[src/cdlc_pkg.sv]
// ----------------------------------------------------------------------------
// cdlc_pkg: shared types and constants of the ChaCha differential-linear counter
// Holds the state type, ChaCha constants, quarter-round index helpers,
// output bit masks, register indexes and command codes.
// ----------------------------------------------------------------------------
package cdlc_pkg;

   localparam int WORD_W     = 32;
   localparam int NUM_WORDS  = 16;
   localparam int STATE_W    = WORD_W * NUM_WORDS;

   typedef logic [WORD_W-1:0]                 word_type;
   typedef logic [NUM_WORDS-1:0][WORD_W-1:0]  state_type;

   // Pipeline layout: one column round on the sample, then a diagonal and a
   // column round on both copies. Each round takes four cell stages.
   localparam int ROUND_STEPS  = 4;
   localparam int NUM_STAGES   = 3 * ROUND_STEPS;
   localparam int SPLIT_STAGE  = ROUND_STEPS;

   localparam int COUNT_WIDTH_DEF = 40;
   localparam int ZEROS_W         = 40;

   localparam int CSR_DATA_W = 64;
   localparam int CSR_IDX_W  = 3;
   localparam logic [CSR_IDX_W-1:0] CSR_KEY_0_1     = 3'd0;
   localparam logic [CSR_IDX_W-1:0] CSR_KEY_2_3     = 3'd1;
   localparam logic [CSR_IDX_W-1:0] CSR_KEY_4_5     = 3'd2;
   localparam logic [CSR_IDX_W-1:0] CSR_KEY_6_7     = 3'd3;
   localparam logic [CSR_IDX_W-1:0] CSR_DIFF_3_7    = 3'd4;
   localparam logic [CSR_IDX_W-1:0] CSR_DIFF_11_15  = 3'd5;

   localparam logic [CSR_DATA_W-1:0] DIFF_3_7_RST   = 64'h0000_2002_0010_0010;
   localparam logic [CSR_DATA_W-1:0] DIFF_11_15_RST = 64'h2000_0002_2020_0000;

   localparam logic CMD_TEST  = 1'b0;
   localparam logic CMD_CLEAR = 1'b1;

   localparam int REQ_DATA_W = 128;
   localparam int RSP_DATA_W = 88;

   localparam word_type SIGMA_0 = 32'h6170_7865;
   localparam word_type SIGMA_1 = 32'h3320_646e;
   localparam word_type SIGMA_2 = 32'h7962_2d32;
   localparam word_type SIGMA_3 = 32'h6b20_6574;

   // Quarter-round roles.
   localparam int ROLE_A = 0;
   localparam int ROLE_B = 1;
   localparam int ROLE_C = 2;
   localparam int ROLE_D = 3;

   // Control handed from the pipeline to the counter stage.
   typedef struct packed {
      logic load;
      logic clear;
      logic par_first;
      logic par_second;
   } tally_ctrl_type;

   function automatic int rot_amt(input int step);
      case (step)
         0: return 16;
         1: return 12;
         2: return 8;
         default: return 7;
      endcase
   endfunction

   // State word that plays a role in quarter q of a column or diagonal round.
   function automatic int qr_index(input bit diag, input int q, input int role);
      if (diag) begin
         return role * 4 + ((q + role) & 3);
      end else begin
         return role * 4 + q;
      end
   endfunction

   function automatic state_type mask_first();
      state_type m;
      m = '0;
      m[7][0]  = 1'b1;
      m[7][3]  = 1'b1;
      m[7][4]  = 1'b1;
      m[7][20] = 1'b1;
      return m;
   endfunction

   function automatic state_type mask_second();
      state_type m;
      m = '0;
      m[2][0]  = 1'b1;
      m[2][2]  = 1'b1;
      m[2][4]  = 1'b1;
      m[8][20] = 1'b1;
      m[13][3] = 1'b1;
      m[13][4] = 1'b1;
      return m;
   endfunction

endpackage

[src/cdlc_cell.sv]
// ----------------------------------------------------------------------------
// cdlc_cell: one quarter-round step over all four quarters of a ChaCha round
// Performs x += y; z = rotl(z ^ x) on four independent quarters and
// registers the whole state for the next cell.
// ----------------------------------------------------------------------------
module cdlc_cell
   import cdlc_pkg::*;
#(
   parameter int STEP = 0,
   parameter bit DIAG = 1'b0
) (
   input  logic      clock,
   input  logic      load,
   input  state_type state_in,
   output state_type state_out
);

   localparam int ROT    = rot_amt(STEP);
   localparam int ROLE_X = (STEP % 2 == 0) ? ROLE_A : ROLE_C;
   localparam int ROLE_Y = (STEP % 2 == 0) ? ROLE_B : ROLE_D;
   localparam int ROLE_Z = (STEP % 2 == 0) ? ROLE_D : ROLE_B;

   state_type state_ff;
   state_type state_step_in;

   always_comb begin
      word_type sum;
      word_type mix;
      state_step_in = state_in;
      for (int q = 0; q < 4; q++) begin
         sum = state_in[qr_index(DIAG, q, ROLE_X)] + state_in[qr_index(DIAG, q, ROLE_Y)];
         mix = state_in[qr_index(DIAG, q, ROLE_Z)] ^ sum;
         state_step_in[qr_index(DIAG, q, ROLE_X)] = sum;
         state_step_in[qr_index(DIAG, q, ROLE_Z)] = (mix << ROT) | (mix >> (WORD_W - ROT));
      end
   end

   always_ff @(posedge clock) begin
      if (load) begin
         state_ff <= state_step_in;
      end
   end

   assign state_out = state_ff;

endmodule

[config.mk]
export PLATFORM = sky130hd
export DESIGN_NAME = cdlc_cell
export DESIGN_NICKNAME = d
export VERILOG_FILES = /design/src/cdlc_pkg.sv /design/src/cdlc_cell.sv
export SDC_FILE = /design/constraint.sdc
export NUM_CORES = 1
export LEC_CHECK = 0
export BUFFER_PORTS_ARGS = -buffer_cell sky130_fd_sc_hd__buf_2
export CELL_PAD_IN_SITES_DETAIL_PLACEMENT = 1
export CELL_PAD_IN_SITES_GLOBAL_PLACEMENT = 1
export CORE_AREA = 10 10 387 389
export DETAILED_ROUTE_END_ITERATION = 8
export DIE_AREA = 0 0 397 399
export HOLD_SLACK_MARGIN = 0.08
export PLACE_DENSITY_LB_ADDON = 0.1
export SYNTH_ARGS = -nofsm -noshare
export SYNTH_HDL_FRONTEND = slang
export SYNTH_SLANG_ARGS = --single-unit
export TNS_END_PERCENT = 30
[constraint.sdc]
create_clock -name clock -period 8.75 [get_ports clock]
set_input_delay 1.75 -clock clock [delete_from_list [all_inputs] [get_ports clock]]
set_output_delay 1.75 -clock clock [all_outputs]
set_load 0.01 [all_outputs]
==> flow_metrics.tcl <==
set metrics [dict create \
    gp_congestion 0.828 \
    yosysTopAreaCellShare_pct 66.3 \
    status "finished clean" \
    syn_area_um2 23200 \
    drtAntennaViolNets 0 \
    slowest_stage "fa_1" \
    yosysWarnings 0 \
    cts_buffer_depth 3 \
    syn_to_final_growth_pct 42.4 \
    ir_worst_vdd_mv 0.133 \
    yosys.cell_count.top_type "edfxtp_1" \
    cp.buffers_inverters 1 \
    htreeDepth 3 \
    max_slew.worst_pin.slew_ns 0.935 \
    synth_largest_area_cell "edfxtp_1" \
    place_area_um2 30700 \
    holdBufCountCts 0 \
    grt_pass1_wl_mm 152 \
    grt_pass1_vias 19400 \
    syn_nets 2170 \
    synth_cells 1528 \
    fin_crit_sh_pct 53.6 \
    synth_cell_type_count 70 \
    grt_max_degree 153 \
    max_freq_mhz 213 \
    power_leakage_uw 0.0139 \
    postLayoutCoreUtil_pct 23.2 \
    tritoncts "built" \
    hp-class "in -> reg" \
    rsz0062_at_grt "false" \
    arrival_ns 5.08 \
    synth_async_sr_flop_share_pct 0 \
    criticalPathCategory "in -> reg" \
    required_ns 9.14 \
    antenna_found_initial 64 \
    setup_viol 0 \
    postCtsSetupBuffers 0 \
    hpwl_mm 94.8 \
    synth_edf_count 512 \
    port_buffers 1025 \
    floorplan.initialDensity_pct 16.3 \
    grt.total_usage_pct 13.4 \
    die-area_um2 158000 \
    wirelength_mm 113 \
    layout_min_cycle_time_ns 4.69 \
    p_per_area_nw_per_um2 232 \
    max_stage_delay_ns 0.50 \
    maxSlewHeadroom_pct 37.6 \
    largest_reg_flops 512 \
    io_pins 1026 \
    core_area_um2 142000 \
    slew_violations 0 \
    cp-end-kind "flop" \
    synth_common_cells "512 x edfxtp_1, 141 x xor2_1, 124 x ha_1, 100 x a21oi_1, 91 x xnor2_1" \
    num_vias 17800 \
    drv_cap 0 \
    wl_per_cell_um 24.7 \
    avgSynthCellArea_um2 15.2 \
    grt-ovfl-total 0 \
    cts_made_buffers 73 \
    ys_ff_latch 512 \
    rows 139 \
    finalHoldViolations 0 \
    fp.dieH_um 399 \
    cts_sinks 512 \
    clk_pin_slew_ns 0.05 \
    drc_errors 0 \
    tns_ns 0 \
    synthTopCellsByArea "edfxtp_1 66%, ha_1 6.7%, xor2_1 5.3%" \
    startpoint_type "input port" \
    drtIter0Drc 641 \
    finish.net_count 3251 \
    cp_top_family "compound AO/OA/AOI/OAI gates" \
    dr.pass1.iters 5 \
    ctsResizeCount 0 \
    worst_hold_slack_ns 1.26 \
    drive_above_1_share_pct 43.5 \
    synth-seq-area-share_pct 66.3 \
    die_width_um 397 \
    crit_fanout 6 \
    final_cell_area_um2 33000 \
    critical_path.cell_chain "buf_2 > ha_1 > fa_1 > a21oi_1 > o21ai_0 > a211o_1 > a21oi_2 > a211oi_1 > or3_4 > a31oi_4 > xnor3_1" \
    synth_ff_type "edfxtp_1" \
    viasPerCell 3.88 \
    root_buffer "clkbuf_16" \
]
[stage by stage]
step / total power [uW] / setup WS [ns] / cells
floorplan: 3980 / 4.38 / 1528
global placement: 4860 / 3.29 / 4437
detailed placement: 4870 / 3.28 / 4437
CTS: 7870 / 4.01 / 4570
global route: 8070 / 3.70 / 4574
finish: 7670 / 4.06 / 4578
[cell type report]
type	count	area (um2)
antenna	8	20.0
fill	16000	109000
tap	1903	2380
sequential	512	15400
clock inverter	41	390
inverter	23	86.3
clock buffer	92	1920
timing repair buffer	1031	5220
multi-input combinational	968	7640
[final timing paths]
| path | slack, ns | start | depth (start not counted) | end |
|---|---|---|---|---|
| hold / removal | 1.26 | state_in[287] | 1 | state_out[287] |
| setup / recovery | 4.06 | state_in[64] | 11 | state_out[458] |
[per-layer routing]
layer	routed length, um	vias to the layer above	track usage (%)	share of wire (%)
li1	-	8094	-	-
met1	42500	8712	14.5	38
met2	56900	691	23.7	50
met3	10600	199	6.12	9.4
met4	2470	62	3.22	2.2
met5	393	-	0	0.35
[cells by family after synthesis]
family	Yosys count	share of synthesized area, %
AND/OR/NAND/NOR	222	4.59
adder cells (fa/ha/maj)	128	7.03
AO/OA/AOI/OAI	370	11.0
buffers and inverters	48	0.782
flip-flops	512	66.3
XOR/XNOR	248	10.3
[cell usage in the layout, fill, tap and decap left out, types with 14 or more instances in the layout]
cell,n
a21oi_1,100
clkinv_1,14
o21ai_0,52
nor2_1,67
nor3_1,18
xnor3_1,15
clkbuf_16,74
ha_1,124
xnor2_1,91
a211oi_1,18
a21o_1,65
buf_2,1024
inv_1,23
o21bai_1,17
o21a_1,15
nand2_1,58
clkbuf_1,18
edfxtp_1,512
nand3_1,21
xor2_1,141
[report_power, final]
part           internal, uW  switching, uW  leakage, uW
clock                  1710           1190      0.00112
combinational           593            978      0.00778
sequential             3110           90.2      0.00501
total                  5410           2260       0.0139
Note: power is estimated with default switching activity, not from simulation.
