<file path="config.mk">
export PLATFORM = sky130hd
export DESIGN_NAME = cdlc_tally
export DESIGN_NICKNAME = d
export VERILOG_FILES = /design/src/cdlc_pkg.sv /design/src/cdlc_tally.sv
export SDC_FILE = /design/constraint.sdc
export NUM_CORES = 1
export LEC_CHECK = 0
export BUFFER_PORTS_ARGS = -buffer_cell sky130_fd_sc_hd__buf_2
export CAP_MARGIN = 20
export CORE_UTILIZATION = 54
export CTS_CLUSTER_SIZE = 24
export DETAILED_ROUTE_END_ITERATION = 12
export MAX_ROUTING_LAYER = met4
export PLACE_DENSITY_LB_ADDON = 0.08
export SYNTH_ARGS = -nofsm -noshare
export SYNTH_HDL_FRONTEND = slang
export SYNTH_SLANG_ARGS = --single-unit
</file>
<file path="constraint.sdc">
create_clock -name clock -period 2.08 [get_ports clock]
set_input_delay 0.208 -clock clock [delete_from_list [all_inputs] [get_ports clock]]
set_output_delay 0.208 -clock clock [all_outputs]
set_load 0.02 [all_outputs]
</file>
<file path="src/cdlc_pkg.sv">
// ----------------------------------------------------------------------------
// cdlc_pkg: shared types and constants of the ChaCha differential-linear counter
// Holds the state type, ChaCha constants, quarter-round index helpers,
// output bit masks, register indexes and command codes.
// ----------------------------------------------------------------------------
package cdlc_pkg;

   localparam int WORD_W     = 32;
   localparam int NUM_WORDS  = 16;
   localparam int STATE_W    = WORD_W * NUM_WORDS;

   typedef logic [WORD_W-1:0]                 word_type;
   typedef logic [NUM_WORDS-1:0][WORD_W-1:0]  state_type;

   // Pipeline layout: one column round on the sample, then a diagonal and a
   // column round on both copies. Each round takes four cell stages.
   localparam int ROUND_STEPS  = 4;
   localparam int NUM_STAGES   = 3 * ROUND_STEPS;
   localparam int SPLIT_STAGE  = ROUND_STEPS;

   localparam int COUNT_WIDTH_DEF = 40;
   localparam int ZEROS_W         = 40;

   localparam int CSR_DATA_W = 64;
   localparam int CSR_IDX_W  = 3;
   localparam logic [CSR_IDX_W-1:0] CSR_KEY_0_1     = 3'd0;
   localparam logic [CSR_IDX_W-1:0] CSR_KEY_2_3     = 3'd1;
   localparam logic [CSR_IDX_W-1:0] CSR_KEY_4_5     = 3'd2;
   localparam logic [CSR_IDX_W-1:0] CSR_KEY_6_7     = 3'd3;
   localparam logic [CSR_IDX_W-1:0] CSR_DIFF_3_7    = 3'd4;
   localparam logic [CSR_IDX_W-1:0] CSR_DIFF_11_15  = 3'd5;

   localparam logic [CSR_DATA_W-1:0] DIFF_3_7_RST   = 64'h0000_2002_0010_0010;
   localparam logic [CSR_DATA_W-1:0] DIFF_11_15_RST = 64'h2000_0002_2020_0000;

   localparam logic CMD_TEST  = 1'b0;
   localparam logic CMD_CLEAR = 1'b1;

   localparam int REQ_DATA_W = 128;
   localparam int RSP_DATA_W = 88;

   localparam word_type SIGMA_0 = 32'h6170_7865;
   localparam word_type SIGMA_1 = 32'h3320_646e;
   localparam word_type SIGMA_2 = 32'h7962_2d32;
   localparam word_type SIGMA_3 = 32'h6b20_6574;

   // Quarter-round roles.
   localparam int ROLE_A = 0;
   localparam int ROLE_B = 1;
   localparam int ROLE_C = 2;
   localparam int ROLE_D = 3;

   // Control handed from the pipeline to the counter stage.
   typedef struct packed {
      logic load;
      logic clear;
      logic par_first;
      logic par_second;
   } tally_ctrl_type;

   function automatic int rot_amt(input int step);
      case (step)
         0: return 16;
         1: return 12;
         2: return 8;
         default: return 7;
      endcase
   endfunction

   // State word that plays a role in quarter q of a column or diagonal round.
   function automatic int qr_index(input bit diag, input int q, input int role);
      if (diag) begin
         return role * 4 + ((q + role) & 3);
      end else begin
         return role * 4 + q;
      end
   endfunction

   function automatic state_type mask_first();
      state_type m;
      m = '0;
      m[7][0]  = 1'b1;
      m[7][3]  = 1'b1;
      m[7][4]  = 1'b1;
      m[7][20] = 1'b1;
      return m;
   endfunction

   function automatic state_type mask_second();
      state_type m;
      m = '0;
      m[2][0]  = 1'b1;
      m[2][2]  = 1'b1;
      m[2][4]  = 1'b1;
      m[8][20] = 1'b1;
      m[13][3] = 1'b1;
      m[13][4] = 1'b1;
      return m;
   endfunction

endpackage

</file>
<file path="src/cdlc_tally.sv">
// ----------------------------------------------------------------------------
// cdlc_tally: saturating zero-parity counters and the result register
// Updates both counters as an item leaves the cell chain and holds the
// result until the consumer takes it.
// ----------------------------------------------------------------------------
module cdlc_tally
   import cdlc_pkg::*;
#(
   parameter int COUNT_WIDTH = COUNT_WIDTH_DEF
) (
   input  logic                 clock,
   input  logic                 reset,
   input  tally_ctrl_type       ctrl,
   input  logic                 take,
   output logic                 ready,
   output logic                 out_valid,
   output logic                 out_par_first,
   output logic                 out_par_second,
   output logic [ZEROS_W-1:0]   out_zeros_first,
   output logic [ZEROS_W-1:0]   out_zeros_second
);

   logic [COUNT_WIDTH-1:0] tally_first_ff, tally_first_in;
   logic [COUNT_WIDTH-1:0] tally_second_ff, tally_second_in;
   logic                   vld_ff, vld_in;
   logic                   par_first_ff, par_second_ff;
   logic [ZEROS_W-1:0]     zeros_first_ff, zeros_second_ff;

   assign ready = !vld_ff || take;

   // A counter that is full stays full until a clear item zeroes it.
   always_comb begin
      tally_first_in  = tally_first_ff;
      tally_second_in = tally_second_ff;
      if (ctrl.clear == CMD_CLEAR) begin
         tally_first_in  = '0;
         tally_second_in = '0;
      end else begin
         if (!ctrl.par_first && (tally_first_ff != '1)) begin
            tally_first_in = tally_first_ff + COUNT_WIDTH'(1);
         end
         if (!ctrl.par_second && (tally_second_ff != '1)) begin
            tally_second_in = tally_second_ff + COUNT_WIDTH'(1);
         end
      end
   end

   always_comb begin
      vld_in = vld_ff;
      if (ctrl.load) begin
         vld_in = 1'b1;
      end else if (take) begin
         vld_in = 1'b0;
      end
   end

   always_ff @(posedge clock) begin
      if (reset) begin
         tally_first_ff  <= '0;
         tally_second_ff <= '0;
         vld_ff          <= 1'b0;
      end else begin
         vld_ff <= vld_in;
         if (ctrl.load) begin
            tally_first_ff  <= tally_first_in;
            tally_second_ff <= tally_second_in;
         end
      end
   end

   always_ff @(posedge clock) begin
      if (ctrl.load) begin
         par_first_ff    <= (ctrl.clear == CMD_CLEAR) ? 1'b0 : ctrl.par_first;
         par_second_ff   <= (ctrl.clear == CMD_CLEAR) ? 1'b0 : ctrl.par_second;
         zeros_first_ff  <= ZEROS_W'(tally_first_in);
         zeros_second_ff <= ZEROS_W'(tally_second_in);
      end
   end

   assign out_valid        = vld_ff;
   assign out_par_first    = par_first_ff;
   assign out_par_second   = par_second_ff;
   assign out_zeros_first  = zeros_first_ff;
   assign out_zeros_second = zeros_second_ff;

endmodule

</file>
==> results of run 1 <==
==> final timing paths <==
| check | startpoint | to | slack (ns) |
|---|---|---|---|
| worst max-delay path | tally_first_ff[21] | tally_first_ff[26] | -0.13 |
| worst min-delay path | take | out_valid | 0.06 |
| worst max register to register | tally_first_ff[21] | tally_first_ff[26] | -0.13 |
| worst min register to register | out_valid | out_valid | 0.50 |
==> kinds of logic after synthesis <==
logic type,after synthesis,synth area share
buffers and inverters,78,0.0408
flip-flops,163,0.475
AO/OA/AOI/OAI,167,0.129
multiplexers,8,0.00932
XOR/XNOR,73,0.0744
adder cells (fa/ha/maj),2,0.00291
AND/OR/NAND/NOR,426,0.269
==> sequential cells by signal, summed over array words and instances (netlist names) <==
register          flops
out_par_first         1
out_par_second        1
out_valid             1
out_zeros_first      40
out_zeros_second     40
tally_first_ff       40
tally_second_ff      40
==> power groups by stage <==
stage          sequential, mW  clock (mW)  combinational (mW)
2_1_floorplan            3.65           0               0.174
4_1_cts                  3.47        2.89               0.527
3_3_place_gp             3.54           0               0.493
5_1_grt                  3.47        3.03               0.598
3_5_place_dp             3.54           0               0.503
6_report                 3.47        2.88               0.567
==> per-stage QoR <==
step           cells  power [mW]  setup TNS, ns  area [µm²]  utilization
2_1_floorplan    917        3.83          -1.48        8750            -
3_3_place_gp    1302        4.03         -0.795       10300        0.671
3_5_place_dp    1302        4.04          -3.56       10300        0.671
4_1_cts         1366        6.89         -0.366       11300        0.733
5_1_grt         1388        7.10          -7.52       12000        0.778
6_report        1388        6.91          -2.13       12000        0.778
==> layer usage <==
| layer | GRT usage | share of wire |
|---|---|---|
| met1 | 0.390 | 0.42 |
| met2 | 0.509 | 0.50 |
| met3 | 0.0501 | 0.059 |
| met4 | 0.118 | 0.021 |
| met5 | - | 0 |
==> final cells by class <==
cell class                      count  area (µm²)  share of cell area
Multi-Input combinational cell    676        4790               0.400
Tap cell                          211         264              0.0221
Inverter                            8        30.0             0.00251
Sequential cell                   163        4150               0.347
Clock inverter                      8        55.1             0.00460
Timing Repair Buffer              298        2200               0.184
Clock buffer                       24         472              0.0394
==> worst register-to-register path, delay by kind of cell (launching register included) <==
kind | cells | cell delay, ns
flip-flops | 1 | 0.35
AO/OA/AOI/OAI | 3 | 0.73
AND/OR/NAND/NOR | 3 | 0.91
buffers and inverters | 1 | 0.18
==> Yosys cell counts (3+ instances only) <==
| cell | instances |
|---|---|
| nor2_1 | 116 |
| a21oi_1 | 54 |
| o21ai_0 | 38 |
| nor2b_1 | 8 |
| buf_6 | 3 |
| nand4_1 | 38 |
| buf_2 | 12 |
| inv_1 | 6 |
| nor4_4 | 3 |
| a41oi_1 | 5 |
| clkbuf_1 | 50 |
| edfxtp_1 | 82 |
| nand2_1 | 73 |
| and3_1 | 15 |
| mux2i_1 | 8 |
| or2_2 | 4 |
| nor4_1 | 3 |
| and2_1 | 6 |
| or3_1 | 49 |
| a31oi_1 | 40 |
| and4_1 | 17 |
| xor2_1 | 53 |
| nand3b_1 | 7 |
| buf_1 | 3 |
| o41ai_1 | 3 |
| dfxtp_1 | 81 |
| xnor2_1 | 20 |
| a32o_1 | 3 |
| a22oi_1 | 4 |
| nor3_1 | 8 |
| nand3_1 | 59 |
| nand3_2 | 4 |
==> what timing repair did <==
item,CTS,global route
pin swaps,52,96
setup buffers,31,22
gates cloned,2,2
setup endpoints to repair,73,130
gates resized for setup,55,122
==> impl_metrics.xml, run 1 <==
<?xml version="1.0" encoding="UTF-8"?>
<metrics>
  <group name="floorplanning">
    <metric name="die_h" unit="µm">128</metric>
    <metric name="chipWidth" unit="µm">128</metric>
    <metric name="ioPinCount" unit="">91</metric>
    <metric name="fp.dieArea" unit="µm²">16400</metric>
    <metric name="floorplan.initialDensity" unit="">0.559</metric>
    <metric name="coreArea" unit="µm²">15400</metric>
    <metric name="num_rows" unit="">45</metric>
  </group>
  <group name="clock_network">
    <metric name="hold_buffers" unit="">0</metric>
    <metric name="clock_latency" unit="ns">0.44</metric>
    <metric name="cts.root.buffer_cell" unit="">clkbuf_16</metric>
    <metric name="ctsHtreeMaxLevel" unit="">4</metric>
    <metric name="cts.reportedPaths.clkPinSlew" unit="ns">0.06</metric>
    <metric name="cts_sinks" unit="">163</metric>
    <metric name="tritoncts" unit="">yes</metric>
    <metric name="clock_tree.buffer_depth" unit="">2</metric>
    <metric name="cts_buffers" unit="">17</metric>
  </group>
  <group name="setup_path">
    <metric name="cpPeakStageDelay" unit="ns">0.58</metric>
    <metric name="worstSetupEndpointType" unit="">register</metric>
    <metric name="timing.critical_path.cells" unit="">nand4_1 &gt; buf_4 &gt; or4_4 &gt; a211oi_4 &gt; nand3_2 &gt; o41ai_2 &gt; a41o_1</metric>
    <metric name="reg2regPathDepth" unit="">7</metric>
    <metric name="critPathRequiredTime" unit="ns">2.45</metric>
    <metric name="critical-path-top-delay-family" unit="">simple AND/OR/NAND/NOR gates</metric>
    <metric name="critPathArrivalTime" unit="ns">2.59</metric>
    <metric name="criticalPathCategory" unit="">register to register</metric>
    <metric name="worst-path-stages" unit="">7</metric>
    <metric name="cp-start-kind" unit="">register</metric>
    <metric name="worstPathMaxFanout" unit="">3</metric>
    <metric name="worst_path_max_delay_cell" unit="">or4_4</metric>
    <metric name="crit_buf_inv" unit="">1</metric>
  </group>
  <group name="detailed_routing">
    <metric name="vias" unit="">8363</metric>
    <metric name="wl_final" unit="µm">25900</metric>
    <metric name="antenna_violating_nets_post_route" unit="">0</metric>
    <metric name="vias_per_cell" unit="">6.03</metric>
    <metric name="drc" unit="">0</metric>
    <metric name="drt-wirelength-per-cell" unit="µm">18.7</metric>
    <metric name="drt_first_pass_iters" unit="">5</metric>
    <metric name="detail_route.iter0.violations" unit="">589</metric>
  </group>
  <group name="pwr">
    <metric name="sequentialPowerShare" unit="">0.502</metric>
    <metric name="power.net_switching" unit="mW">1.71</metric>
    <metric name="switching_share" unit="">0.248</metric>
    <metric name="pwr-share-comb" unit="">0.082</metric>
    <metric name="leakage" unit="nW">4.53</metric>
    <metric name="portion_of_total_power_attributed_to_the_clock_network" unit="">0.416</metric>
    <metric name="peakVddDrop" unit="mV">0.656</metric>
    <metric name="power_per_cell_area" unit="nW/µm²">578</metric>
    <metric name="internal_power" unit="mW">5.20</metric>
  </group>
  <group name="placement">
    <metric name="post-dp-hpwl" unit="µm">15100</metric>
    <metric name="place_congestion" unit="">0.910</metric>
    <metric name="io_buffers" unit="">90</metric>
    <metric name="place_ws" unit="ns">-0.237</metric>
  </group>
  <group name="timing">
    <metric name="postLayoutSetupSlackWorst" unit="ns">-0.133</metric>
    <metric name="finalHoldViolations" unit="">0</metric>
    <metric name="hold-worst-slack" unit="ns">0.0583</metric>
    <metric name="max_clock_freq" unit="GHz">0.452</metric>
    <metric name="finalSetupViolCount" unit="">44</metric>
    <metric name="measured_slew_at_the_worst_slew_check_pin" unit="ns">0.652</metric>
    <metric name="timing.final.crit_period" unit="ns">2.21</metric>
    <metric name="rsz0062_at_grt" unit="">yes</metric>
    <metric name="maxSlewHeadroom" unit="">0.565</metric>
    <metric name="timing.clock.skew" unit="ns">0.00953</metric>
    <metric name="post-route-period-util" unit="">1.06</metric>
    <metric name="timing_max_transition_violations_final" unit="">0</metric>
  </group>
  <group name="run_status">
    <metric name="violations" unit="">setup timing</metric>
    <metric name="status" unit="">finished, violations left</metric>
  </group>
  <group name="grt">
    <metric name="grt_overflow_total" unit="">0</metric>
    <metric name="grt_first_pass_wirelength" unit="µm">38900</metric>
    <metric name="first_global_vias" unit="">7938</metric>
    <metric name="number_of_antenna_violations_at_the_first_check_in_global_routing" unit="">0</metric>
    <metric name="grtUsageTotal" unit="">0.312</metric>
    <metric name="largest_net_degree_at_the_start_of_global_routing" unit="">85</metric>
  </group>
  <group name="logic_synthesis">
    <metric name="yosysTopAreaCell" unit="">edfxtp_1</metric>
    <metric name="synth_warnings" unit="">0</metric>
    <metric name="synth-seq-area-share" unit="">0.475</metric>
    <metric name="synth_cell_types" unit="">64</metric>
    <metric name="synth_edf_count" unit="">82</metric>
    <metric name="post_synth_instance_area" unit="µm²">8590</metric>
    <metric name="post_synth.cell_area_avg" unit="µm²">9.37</metric>
    <metric name="syn-num-nets" unit="">926</metric>
    <metric name="synth.top_cells.by_area" unit="">edfxtp_1 (29%), dfxtp_1 (19%), xor2_1 (5.4%)</metric>
    <metric name="synth_ff_type" unit="">edfxtp_1</metric>
    <metric name="synth-async-reset-ratio" unit="">0</metric>
    <metric name="top_area_cell_type_share_of_the_netlist_area" unit="">0.287</metric>
    <metric name="synthesis.instances" unit="">917</metric>
    <metric name="yosys_register_bits" unit="">163</metric>
  </group>
  <group name="final_layout">
    <metric name="mostFrequentLayoutCell" unit="">buf_4</metric>
    <metric name="fill_cells" unit="">1002</metric>
    <metric name="final_net_count" unit="">1173</metric>
    <metric name="mostFrequentLayoutCells" unit="">buf_4 (177), nor2_1 (114), buf_2 (88)</metric>
    <metric name="layout-drive-gt1-share" unit="">0.410</metric>
    <metric name="n_diodes" unit="">0</metric>
    <metric name="areaGrowthSynthToFinish" unit="%">39.2</metric>
  </group>
  <group name="worst_hold_path">
    <metric name="worstHoldPathType" unit="">input port to register</metric>
    <metric name="min_delay_path_depth" unit="">3</metric>
  </group>
  <group name="job">
    <metric name="max_cap_viol_count" unit="">0</metric>
  </group>
</metrics>
(Power assumes the default switching activity.)
==> run 2: changes to the inputs <==
- CORE_UTILIZATION: 54 -> 59
- clock period: 2.08 -> 2.3 ns (I/O delays scaled with it)
==> run 2 against run 1 <==
The flow now finishes without violations; clock-buffer cell count unchanged; via count down 6.2%; clock power down 9.0%; highest routed layer unchanged.
==> impl_metrics.xml, run 2 (same netlist as run 1, synthesis figures left out) <==
<?xml version="1.0" encoding="UTF-8"?>
<metrics>
  <group name="detailed_routing">
    <metric name="wl_final" unit="µm">23100</metric>
    <metric name="detail_route.iter0.violations" unit="">781</metric>
    <metric name="vias_per_cell" unit="">6.10</metric>
    <metric name="drt_first_pass_iters" unit="">6</metric>
    <metric name="vias" unit="">7848</metric>
    <metric name="drt-wirelength-per-cell" unit="µm">17.9</metric>
    <metric name="antenna_violating_nets_post_route" unit="">0</metric>
    <metric name="drc" unit="">0</metric>
  </group>
  <group name="final_layout">
    <metric name="layout-drive-gt1-share" unit="">0.278</metric>
    <metric name="areaGrowthSynthToFinish" unit="%">25.0</metric>
    <metric name="mostFrequentLayoutCells" unit="">buf_4 (132), nor2_1 (116), buf_2 (89)</metric>
    <metric name="mostFrequentLayoutCell" unit="">buf_4</metric>
    <metric name="instances_no_fill" unit="">1287</metric>
    <metric name="fill_cells" unit="">987</metric>
    <metric name="n_diodes" unit="">0</metric>
    <metric name="post-route-util" unit="">0.765</metric>
    <metric name="final_net_count" unit="">1105</metric>
    <metric name="final_design_area_no_fill" unit="µm²">10700</metric>
  </group>
  <group name="grt">
    <metric name="largest_net_degree_at_the_start_of_global_routing" unit="">124</metric>
    <metric name="number_of_antenna_violations_at_the_first_check_in_global_routing" unit="">0</metric>
    <metric name="grtUsageTotal" unit="">0.318</metric>
    <metric name="first_global_vias" unit="">7406</metric>
    <metric name="grt_first_pass_wirelength" unit="µm">36300</metric>
    <metric name="grt_overflow_total" unit="">0</metric>
  </group>
  <group name="placement">
    <metric name="instance_area_after_placement" unit="µm²">9880</metric>
    <metric name="place_ws" unit="ns">-0.0718</metric>
    <metric name="io_buffers" unit="">90</metric>
    <metric name="post-dp-hpwl" unit="µm">14200</metric>
    <metric name="placed_cells" unit="">1230</metric>
    <metric name="place_congestion" unit="">0.911</metric>
  </group>
  <group name="timing">
    <metric name="post-route-period-util" unit="">0.973</metric>
    <metric name="finalHoldViolations" unit="">0</metric>
    <metric name="timing.final.crit_period" unit="ns">2.24</metric>
    <metric name="timing.clock.skew" unit="ns">0.00642</metric>
    <metric name="finalSetupTns" unit="ns">0</metric>
    <metric name="measured_slew_at_the_worst_slew_check_pin" unit="ns">0.539</metric>
    <metric name="finalSetupViolCount" unit="">0</metric>
    <metric name="postLayoutSetupSlackWorst" unit="ns">0.0612</metric>
    <metric name="max_clock_freq" unit="GHz">0.447</metric>
    <metric name="rsz0062_at_grt" unit="">yes</metric>
    <metric name="timing_max_transition_violations_final" unit="">0</metric>
    <metric name="maxSlewHeadroom" unit="">0.641</metric>
  </group>
  <group name="job">
    <metric name="max_cap_viol_count" unit="">0</metric>
  </group>
  <group name="setup_path">
    <metric name="critPathArrivalTime" unit="ns">2.40</metric>
    <metric name="critPathRequiredTime" unit="ns">2.46</metric>
    <metric name="cp-start-kind" unit="">register</metric>
    <metric name="timing.reg2reg.setup_slack" unit="ns">0.06</metric>
    <metric name="criticalPathCategory" unit="">register to register</metric>
    <metric name="worstSetupEndpointType" unit="">register</metric>
    <metric name="worstPathMaxFanout" unit="">27</metric>
  </group>
  <group name="clock_network">
    <metric name="cts_sinks" unit="">163</metric>
    <metric name="cts_buffers" unit="">17</metric>
    <metric name="hold_buffers" unit="">0</metric>
    <metric name="cts.root.buffer_cell" unit="">clkbuf_16</metric>
    <metric name="clock_latency" unit="ns">0.43</metric>
    <metric name="tritoncts" unit="">yes</metric>
    <metric name="cts.reportedPaths.clkPinSlew" unit="ns">0.06</metric>
    <metric name="clock_tree.buffer_depth" unit="">2</metric>
    <metric name="ctsHtreeMaxLevel" unit="">4</metric>
  </group>
  <group name="floorplanning">
    <metric name="coreArea" unit="µm²">14000</metric>
    <metric name="ioPinCount" unit="">91</metric>
    <metric name="fp.dieArea" unit="µm²">15000</metric>
    <metric name="num_rows" unit="">43</metric>
    <metric name="floorplan.initialDensity" unit="">0.612</metric>
    <metric name="die_h" unit="µm">123</metric>
    <metric name="chipWidth" unit="µm">123</metric>
  </group>
  <group name="run_status">
    <metric name="status" unit="">completed</metric>
  </group>
  <group name="pwr">
    <metric name="peakVddDrop" unit="mV">0.530</metric>
    <metric name="leakage" unit="nW">3.99</metric>
    <metric name="power_per_cell_area" unit="nW/µm²">578</metric>
  </group>
  <group name="worst_hold_path">
    <metric name="worstHoldPathType" unit="">input port to register</metric>
  </group>
</metrics>
==> run 2: cell count changes in the layout (fill, tap and decap cells not counted), moves of 11 or more <==
| cell | change |
|---|---|
| buf_4 | -45 |
| buf_6 | -24 |
| dfxtp_1 | +28 |
| dfxtp_2 | -24 |
| nand3_1 | +17 |
| nand3_2 | -11 |
==> run 2: worst max-delay path: stages (launching register included) <==
cell and delay [ns]:
dfxtp_4 0.37, ha_4 0.15, nand3_4 0.07, buf_4 0.15
nor4_4 0.33, buf_4 0.21, a31oi_4 0.10, buf_12 0.18
nand4_1 0.14, xor2_1 0.20, nor2_1 0.06
==> run 2: metal layers <==
layer | up-vias | wire (µm) | GRT usage
met2 | 349 | 11200 | 0.505
met4 | 0 | 368 | 0.104
met3 | 31 | 1720 | 0.0590
met5 | - | 0 | -
li1 | 3713 | - | -
met1 | 3755 | 9810 | 0.410
==> run 2: worst paths after layout <==
check | from | cells after the start | end
max reg2reg | tally_second_ff[0] | 10 | out_zeros_second[6]
min | take | 3 | out_valid
min reg2reg | out_valid | 2 | out_valid
max | tally_second_ff[0] | 10 | out_zeros_second[6]
==> run 2: final cells by class <==
type / instances / area [µm²] / share of cell area
Clock buffer: 24 / 462 / 0.0430
Tap cell: 180 / 225 / 0.0210
Multi-Input combinational cell: 676 / 4270 / 0.397
Sequential cell: 163 / 4110 / 0.382
Clock inverter: 6 / 58.8 / 0.00548
Inverter: 8 / 30.0 / 0.00280
Timing Repair Buffer: 230 / 1590 / 0.148
==> run 2: report_power, final <==
group / switching, mW / internal (mW) / total, mW
logic: 0.333 / 0.122 / 0.455
registers: 0.0210 / 3.12 / 3.14
clock network: 1.12 / 1.50 / 2.62
total: 1.47 / 4.74 / 6.21
==> run 2: stage by stage <==
stage / hold WS, ns / power (mW)
global route: 0.111 / 6.37
finish: 0.0912 / 6.21
detailed placement: 0.491 / 3.64
CTS: 0.0829 / 6.20
floorplan: 0.342 / 3.45
global placement: 0.484 / 3.63
==> run 2: what timing repair did <==
action / in CTS / in global routing
gates cloned: 0 / 1
endpoints found under the setup margin: 13 / 67
pin swaps: 2 / 29
setup buffers: 5 / 21
gates resized for setup: 3 / 37
==> run 3: changes to the inputs <==
- BUFFER_PORTS_ARGS: -buffer_cell sky130_fd_sc_hd__buf_2 -> not set
- CORE_UTILIZATION: 59 -> 64
- DONT_BUFFER_PORTS: not set -> 1
==> run 3 against run 2 <==
Global-route usage rose by 4.1 points; fmax fell by 3.7%; first-iteration DRC count rose by 13%; the flow now finishes with violations (hold timing, setup timing); combinational power fell by 53%.
==> impl_metrics.xml, run 3 (same netlist as run 1, synthesis figures left out) <==
<?xml version="1.0" encoding="UTF-8"?>
<metrics>
  <group name="timing">
    <metric name="post-route-period-util" unit="">1.01</metric>
    <metric name="timing.clock.skew" unit="ns">0.00740</metric>
    <metric name="timing.final.crit_period" unit="ns">2.32</metric>
    <metric name="measured_slew_at_the_worst_slew_check_pin" unit="ns">0.973</metric>
    <metric name="maxSlewHeadroom" unit="">0.349</metric>
    <metric name="max_clock_freq" unit="GHz">0.430</metric>
    <metric name="finalSetupViolCount" unit="">9</metric>
    <metric name="finalHoldViolations" unit="">154</metric>
    <metric name="timing_max_transition_violations_final" unit="">0</metric>
    <metric name="rsz0062_at_grt" unit="">yes</metric>
    <metric name="postLayoutSetupSlackWorst" unit="ns">-0.0247</metric>
    <metric name="hold-worst-slack" unit="ns">-0.129</metric>
  </group>
  <group name="floorplanning">
    <metric name="die_h" unit="µm">118</metric>
    <metric name="coreArea" unit="µm²">12900</metric>
    <metric name="chipWidth" unit="µm">118</metric>
    <metric name="floorplan.initialDensity" unit="">0.667</metric>
    <metric name="ioPinCount" unit="">91</metric>
    <metric name="num_rows" unit="">41</metric>
    <metric name="fp.dieArea" unit="µm²">13900</metric>
  </group>
  <group name="setup_path">
    <metric name="timing.critical_path.cells" unit="">nand4_1 &gt; buf_4 &gt; nor4_4 &gt; buf_4 &gt; a41oi_4 &gt; buf_6 &gt; nand4_1 &gt; xor2_1 &gt; nor2_1</metric>
    <metric name="worstPathMaxFanout" unit="">13</metric>
    <metric name="critical-path-top-delay-family" unit="">simple AND/OR/NAND/NOR gates</metric>
    <metric name="criticalPathCategory" unit="">register to register</metric>
    <metric name="cpPeakStageDelay" unit="ns">0.36</metric>
    <metric name="crit_buf_inv" unit="">3</metric>
    <metric name="critPathRequiredTime" unit="ns">2.45</metric>
    <metric name="cp-start-kind" unit="">register</metric>
    <metric name="worst_path_max_delay_cell" unit="">nor4_4</metric>
    <metric name="worstSetupEndpointType" unit="">register</metric>
    <metric name="critPathArrivalTime" unit="ns">2.48</metric>
  </group>
  <group name="pwr">
    <metric name="power_per_cell_area" unit="nW/µm²">605</metric>
    <metric name="leakage" unit="nW">3.69</metric>
    <metric name="peakVddDrop" unit="mV">0.563</metric>
    <metric name="report.power.total" unit="mW">6.34</metric>
  </group>
  <group name="clock_network">
    <metric name="hold_buffers" unit="">7</metric>
    <metric name="ctsHtreeMaxLevel" unit="">4</metric>
    <metric name="cts.root.buffer_cell" unit="">clkbuf_16</metric>
    <metric name="cts_sinks" unit="">163</metric>
    <metric name="clock_tree.buffer_depth" unit="">2</metric>
    <metric name="tritoncts" unit="">yes</metric>
    <metric name="cts_buffers" unit="">17</metric>
    <metric name="clock_latency" unit="ns">0.43</metric>
    <metric name="cts.reportedPaths.clkPinSlew" unit="ns">0.06</metric>
  </group>
  <group name="grt">
    <metric name="number_of_antenna_violations_at_the_first_check_in_global_routing" unit="">0</metric>
    <metric name="first_global_vias" unit="">7354</metric>
    <metric name="grt_first_pass_wirelength" unit="µm">38200</metric>
    <metric name="grt_overflow_total" unit="">0</metric>
    <metric name="grtUsageTotal" unit="">0.360</metric>
    <metric name="largest_net_degree_at_the_start_of_global_routing" unit="">96</metric>
  </group>
  <group name="detailed_routing">
    <metric name="antenna_violating_nets_post_route" unit="">0</metric>
    <metric name="wl_final" unit="µm">25100</metric>
    <metric name="drt_first_pass_iters" unit="">6</metric>
    <metric name="detail_route.iter0.violations" unit="">882</metric>
    <metric name="vias" unit="">8012</metric>
    <metric name="drt-wirelength-per-cell" unit="µm">21.0</metric>
    <metric name="vias_per_cell" unit="">6.69</metric>
    <metric name="drc" unit="">0</metric>
  </group>
  <group name="final_layout">
    <metric name="post-route-util" unit="">0.814</metric>
    <metric name="n_diodes" unit="">0</metric>
    <metric name="mostFrequentLayoutCell" unit="">buf_4</metric>
    <metric name="areaGrowthSynthToFinish" unit="%">22.0</metric>
    <metric name="fill_cells" unit="">790</metric>
    <metric name="final_net_count" unit="">1022</metric>
    <metric name="mostFrequentLayoutCells" unit="">buf_4 (132), nor2_1 (115), edfxtp_1 (82)</metric>
    <metric name="layout-drive-gt1-share" unit="">0.225</metric>
  </group>
  <group name="run_status">
    <metric name="status" unit="">finished, violations left</metric>
    <metric name="violations" unit="">hold timing, setup timing</metric>
  </group>
  <group name="placement">
    <metric name="post-dp-hpwl" unit="µm">14200</metric>
    <metric name="io_buffers" unit="">0</metric>
    <metric name="place_congestion" unit="">0.877</metric>
  </group>
  <group name="worst_hold_path">
    <metric name="worstHoldPathType" unit="">input port to register</metric>
  </group>
  <group name="job">
    <metric name="max_cap_viol_count" unit="">0</metric>
  </group>
</metrics>
run 3: changes by cell type in the layout (fill, tap and decap cells not counted), moves of 2 or more:
| cell | previous run | this run |
|---|---|---|
| dlygate4sd3_1 | 0 | 6 |
| buf_2 | 89 | 0 |
| clkbuf_1 | 6 | 4 |
| clkinv_2 | 2 | 4 |
| buf_12 | 6 | 3 |
| bufinv_16 | 1 | 3 |
run 3: report_power, final:
part	total, mW	switching, mW	internal, mW
Clock	2.87	1.15	1.73
Sequential	3.25	0.126	3.12
Combinational	0.214	0.148	0.0660
run 3: timing repair:
item / CTS / global route
gates resized for setup: 6 / 46
setup endpoints to repair: 48 / 91
setup buffers: 2 / 23
pin swaps: 7 / 32
gates cloned: 1 / 2
hold endpoints to repair: 191 / 156
run 3: worst paths after layout:
kind | start | to | slack, ns | depth (start not counted)
max | tally_first_ff[18] | out_zeros_first[3] | -0.02 | 9
min | reset | tally_second_ff[30] | -0.13 | 1
max reg2reg | tally_first_ff[18] | out_zeros_first[3] | -0.02 | 9
min reg2reg | tally_second_ff[38] | tally_second_ff[38] | 0.50 | 2
run 3: final cells by class:
class | instances | area [µm²] | share of cell area
Timing Repair Buffer | 145 | 1170 | 0.112
Sequential cell | 163 | 4100 | 0.391
Multi-Input combinational cell | 678 | 4380 | 0.418
Clock buffer | 22 | 454 | 0.0433
Clock inverter | 10 | 133 | 0.0126
Inverter | 8 | 30.0 | 0.00286
Tap cell | 172 | 215 | 0.0205
run 3: through the flow:
step           area [µm²]  setup TNS (ns)  cells  setup WS [ns]  hold slack [ns]
6_report            10500          -0.147   1198        -0.0247           -0.129
5_1_grt             10500          -0.762   1198        -0.0628           -0.140
4_1_cts             10100         -0.0130   1174       -0.00583           -0.140
3_5_place_dp         9360           -2.49   1132         -0.180            0.311
3_3_place_gp         9360          -0.484   1132         -0.132            0.309
2_1_floorplan        8590               0    917         0.0156            0.342
run 3: routing by layer:
metal	up-vias	wire, µm	track usage
met5	-	0	-
met4	0	904	0.157
met3	78	2130	0.0678
met2	496	12000	0.559
met1	3883	10100	0.460
li1	3555	-	-
